## config.mk

```make
export PLATFORM = sky130hd
export DESIGN_NAME = sfla_ctrl
export DESIGN_NICKNAME = d
export VERILOG_FILES = /design/src/sv/sfla_pkg.sv /design/src/sv/sfla_ctrl.sv
export SDC_FILE = /design/constraint.sdc
export NUM_CORES = 1
export LEC_CHECK = 0
export ABC_AREA = 1
export BUFFER_PORTS_ARGS = -buffer_cell sky130_fd_sc_hd__buf_2
export CAP_MARGIN = 20
export CORE_AREA = 2 2 39 41
export CTS_CLUSTER_SIZE = 10
export DETAILED_ROUTE_END_ITERATION = 10
export DIE_AREA = 0 0 41 43
export PLACE_DENSITY_LB_ADDON = 0.1
export SLEW_MARGIN = 20
export SYNTH_ARGS = -nofsm -noshare
export SYNTH_HDL_FRONTEND = slang
export SYNTH_SLANG_ARGS = --single-unit
```

## constraint.sdc

```tcl
create_clock -name clock -period 1.3 [get_ports clock]
set_input_delay 0.065 -clock clock [delete_from_list [all_inputs] [get_ports clock]]
set_output_delay 0.065 -clock clock [all_outputs]
set_load 0.01 [all_outputs]
```

## src/sv/sfla_pkg.sv

```systemverilog
package sfla_pkg;

   // Field widths of the request, response and register port.
   localparam int MODE_W      = 2;
   localparam int OFFSET_W    = 14;
   localparam int STATUS_W    = 2;
   localparam int SLOT_IDX_W  = 11;
   localparam int FREE_CNT_W  = 12;
   localparam int BYTES_W     = 15;
   localparam int ALIGN_W     = 4;
   localparam int CSR_INDEX_W = 1;
   localparam int REQ_DATA_W  = 16;
   localparam int RSP_DATA_W  = 40;
   localparam int RSP_PAD_W   = RSP_DATA_W - STATUS_W - OFFSET_W - SLOT_IDX_W - FREE_CNT_W;

   localparam logic [BYTES_W-1:0] SIZE_CAP    = 15'd16384;
   localparam logic [BYTES_W-1:0] MIN_SLOT    = 15'd2;
   localparam logic [BYTES_W-1:0] RESET_BLOCK = 15'd16;
   localparam logic [ALIGN_W-1:0] ALIGN_CAP   = 4'd12;
   localparam int                 FREE_SAT    = 4095;

   typedef enum logic [MODE_W-1:0] {
      MODE_ALLOC  = 2'd0,
      MODE_FREE   = 2'd1,
      MODE_FORMAT = 2'd2,
      MODE_NOP    = 2'd3
   } sfla_mode_type;

   typedef enum logic [STATUS_W-1:0] {
      STATUS_OK    = 2'd0,
      STATUS_EMPTY = 2'd1,
      STATUS_RANGE = 2'd2
   } sfla_status_type;

   typedef enum logic [CSR_INDEX_W-1:0] {
      REG_OBJ_SIZE   = 1'b0,
      REG_ALIGN_LOG2 = 1'b1
   } sfla_reg_type;

   typedef enum logic [3:0] {
      ST_IDLE,
      ST_ALLOC_LOOK,
      ST_ALLOC_POP,
      ST_FREE_START,
      ST_FREE_WAIT,
      ST_FMT_GEOM,
      ST_FMT_DIV,
      ST_FMT_WAIT,
      ST_FMT_FILL,
      ST_RESULT
   } sfla_state_type;

   typedef struct packed {
      logic take;
      logic alloc_look;
      logic alloc_pop;
      logic div_free;
      logic free_commit;
      logic fmt_geom;
      logic div_fmt;
      logic fill_init;
      logic fill_step;
      logic fmt_commit;
      logic send;
   } sfla_cmd_type;

   typedef struct packed {
      sfla_mode_type req_mode;
      logic          slab_empty;
      logic          div_done;
      logic          fill_done;
      logic          out_free;
   } sfla_stat_type;

endpackage

```

## src/sv/sfla_ctrl.sv

```systemverilog
module sfla_ctrl import sfla_pkg::*; (
   input  logic          clock,
   input  logic          reset,
   input  logic          req_tvalid,
   output logic          req_tready,
   input  sfla_stat_type stat,
   output sfla_cmd_type  cmd
);

   sfla_state_type state_ff, state_in;

   always_comb begin
      state_in = state_ff;
      unique case (state_ff)
         ST_IDLE: begin
            if (req_tvalid) begin
               unique case (stat.req_mode)
                  MODE_ALLOC:  state_in = ST_ALLOC_LOOK;
                  MODE_FREE:   state_in = ST_FREE_START;
                  MODE_FORMAT: state_in = ST_FMT_GEOM;
                  MODE_NOP:    state_in = ST_RESULT;
               endcase
            end
         end
         ST_ALLOC_LOOK: state_in = stat.slab_empty ? ST_RESULT : ST_ALLOC_POP;
         ST_ALLOC_POP:  state_in = ST_RESULT;
         ST_FREE_START: state_in = ST_FREE_WAIT;
         ST_FREE_WAIT: begin
            if (stat.div_done) begin
               state_in = ST_RESULT;
            end
         end
         ST_FMT_GEOM:   state_in = ST_FMT_DIV;
         ST_FMT_DIV:    state_in = ST_FMT_WAIT;
         ST_FMT_WAIT: begin
            if (stat.div_done) begin
               state_in = ST_FMT_FILL;
            end
         end
         ST_FMT_FILL: begin
            if (stat.fill_done) begin
               state_in = ST_RESULT;
            end
         end
         ST_RESULT: begin
            if (stat.out_free) begin
               state_in = ST_IDLE;
            end
         end
         default: state_in = ST_IDLE;
      endcase
   end

   always_comb begin
      req_tready      = state_ff == ST_IDLE;
      cmd             = '0;
      cmd.take        = (state_ff == ST_IDLE) & req_tvalid;
      cmd.alloc_look  = state_ff == ST_ALLOC_LOOK;
      cmd.alloc_pop   = state_ff == ST_ALLOC_POP;
      cmd.div_free    = state_ff == ST_FREE_START;
      cmd.free_commit = (state_ff == ST_FREE_WAIT) & stat.div_done;
      cmd.fmt_geom    = state_ff == ST_FMT_GEOM;
      cmd.div_fmt     = state_ff == ST_FMT_DIV;
      cmd.fill_init   = (state_ff == ST_FMT_WAIT) & stat.div_done;
      cmd.fill_step   = (state_ff == ST_FMT_FILL) & ~stat.fill_done;
      cmd.fmt_commit  = (state_ff == ST_FMT_FILL) & stat.fill_done;
      cmd.send        = (state_ff == ST_RESULT) & stat.out_free;
   end

   always_ff @(posedge clock) begin
      if (reset) begin
         state_ff <= ST_IDLE;
      end else begin
         state_ff <= state_in;
      end
   end

endmodule

```

==> flow_summary.toml <==
[outcome]
status = "complete, no violations"

[final_layout]
final_nets = 120
drive_above_1_share_pct = 44.0
layout_common_cells = "20 x buf_2, 19 x nand2_1, 14 x inv_1, 13 x nor2_1, 8 x nand3_1"
diodes = 0
largest_registers = "state_ff: 4 flops"
final_common_cell = "buf_2"
largest_reg_flops = 4
fin_area_um2 = 642
areaGrowthSynthToFinish_pct = 36.8
fin_cells = 125
regMostFlops = "state_ff"
nFillCells = 159
post-route-util_pct = 46.4

[critical_path]
ff2ff_setup_slack_ns = 0.11
r2r_cells = 8
critPathLaunch = "state_ff[0]$_SDFFE_PP0P_"
r2r_end = "state_ff[0]$_SDFFE_PP0P_"
cp.required_ns = 1.24
cp.depth = 4
endpoint_kind = "output pin"
slowest_delay_ns = 0.39
endpoint = "cmd[0]"
timing.rr.start = "state_ff[0]$_SDFFE_PP0P_"
crit_type = "reg -> out"
cp_cell_sequence = "nand2_1 -> buf_4 -> nor3_1 -> buf_2"
crit_fanout = 6
crit_path_start_kind = "register"
cp.arrival_ns = 1.20
critPathBufInv = 2
crit_slowest_cell = "dfxtp_2"
critPathTopFamily = "flip-flops"

[placed_design]
dp_cells = 122
place_hpwl_um = 991
gp_congestion = 0.758
port_buffers = 20
post_dp_cell_area_um2 = 597
post-place-ws_ns = 0.0175

[sta]
clock_skew_ns = 0.00150
worst_slew_pin_slew_ns = 0.314
slew_headroom_pct = 78.8
min_period_ns = 1.26
hold_viol = 0
post-route-period-util_pct = 97.3
setup_viol = 0
slew_viol_final = 0
setup_ws_ns = 0.0353
worst_hold_slack_ns = 0.0277
max_clock_freq_mhz = 791
setup_tns_ns = 0
rsz0062_at_grt = "yes"

[grt]
grt_max_degree = 7
grt_usage_pct = 15.1
antenna_found_initial = 0
grt_overflow_total = 0
grt_pass1_wl_um = 1810
grt_pass1_vias = 467

[clock_network]
cts.sinks = 4
cts_buffer_depth = 2
cts.htree.levels = 1
cts_setup_buffers = 0
cts_buffers = 3
cts_tree = "done"
worstSkewPairLatency_ns = 0.23
path_clk_slew_ns = 0.03
clockRootBuffer = "clkbuf_4"

[logic_synthesis]
synth_seq_area_share_pct = 17.1
synth_edf_count = 0
synth_warnings = 0
syn-num-nets = 94
ys_types = 17
synth_area_per_cell_um2 = 5.52
synth.cell_area_um2 = 469
ys.flop_type = "dfxtp_1"
synthCells = 85
async_flop_share_pct = 0
synth.ff_latch_count = 4

[detailed_routing]
drt-pass1-iter-count = 4
routed_wl_um = 1170
dr_total_vias = 564
dr.first_iter.drc_count = 8
post-route-drc-count = 0
ant_nets = 0
wl_per_cell_um = 9.38
vias_per_cell = 4.51

[die]
start_util_pct = 33.9
die_width_um = 41
die_h_um = 43
dieArea_um2 = 1760
core_um2 = 1380
pin_count = 21
placementRows = 14

[power_and_ir_drop]
peakVddDrop_uv = 815
p_total_mw = 1.35
p_leak_nw = 0.371
powerDensity_nw_per_um2 = 2110

[job]
drv_cap = 0

[worst_hold_path]
holdCritStartpoint = "reset"
hold_path_class = "in -> reg"
how the worst min path moves through the flow:
stage                                    end  slack [ns]  depth (start not counted)
floorplan           state_ff[0]$_SDFFE_PP0P_        0.13                          1
CTS                 state_ff[0]$_SDFFE_PP0P_        0.03                          2
global placement    state_ff[0]$_SDFFE_PP0P_        0.28                          2
global route        state_ff[0]$_SDFFE_PP0P_        0.04                          2
detailed placement  state_ff[0]$_SDFFE_PP0P_        0.27                          2
finish              state_ff[0]$_SDFFE_PP0P_        0.03                          2
metal layers:
metal	global-route usage [%]	vias to the layer above	share of wire (%)	wire (um)
li1	-	308	-	-
met1	20.5	239	45	532
met2	21.6	15	48	563
met3	4.71	2	6.0	70
met4	6.00	0	0.51	6
met5	0	-	0	0
report_power, final:
| group | total, mW | switching [mW] | internal [mW] |
|---|---|---|---|
| Clock | 0.150 | 0.0468 | 0.103 |
| Combinational | 0.925 | 0.576 | 0.349 |
| Sequential | 0.276 | 0.0949 | 0.181 |
final cells by class:
cell class,instances,area [um2],area share [%]
Clock buffer,3,22.5,3.51
Tap cell,16,20.0,3.12
Sequential cell,4,85.1,13.3
Timing Repair Buffer,21,108,16.8
Multi-Input combinational cell,63,338,52.6
Inverter,18,68.8,10.7
worst register-to-register path: stages, from the launching register on:
cell and delay, ns:
dfxtp_2 0.39, inv_1 0.10, nor2_2 0.15, nand3_1 0.10, nand2_2 0.11, nor2_4 0.06, nand2_2 0.05, nand2_1 0.05
a21oi_2 0.11
logic make-up after synthesis:
| kind of cell | after synthesis | synth area share (%) |
|---|---|---|
| DFF | 4 | 17.1 |
| AOI/OAI and AO/OA | 6 | 7.73 |
| buffers and inverters | 18 | 14.7 |
| and+or+nand+nor | 57 | 60.5 |
cells in the mapped netlist (2+ instances only):
cell	n	share of area, %
nor2_4	2	4.8
nand3_2	3	6.4
nand3_1	8	8.5
nor2_1	14	11
dfxtp_1	4	17
a21oi_1	3	3.2
nand2_2	5	6.7
nor2_2	4	5.3
nand2_1	19	15
inv_1	15	12
inv_2	2	1.6
what timing repair did:
| action | 4_1_cts | 5_1_grt |
|---|---|---|
| hold buffers | 0 | 0 |
| setup endpoints to repair | 0 | 13 |
| resized for setup | 0 | 9 |
| endpoints found under the hold margin | 0 | 0 |
No activity file was read; power rests on OpenSTA's default activity.
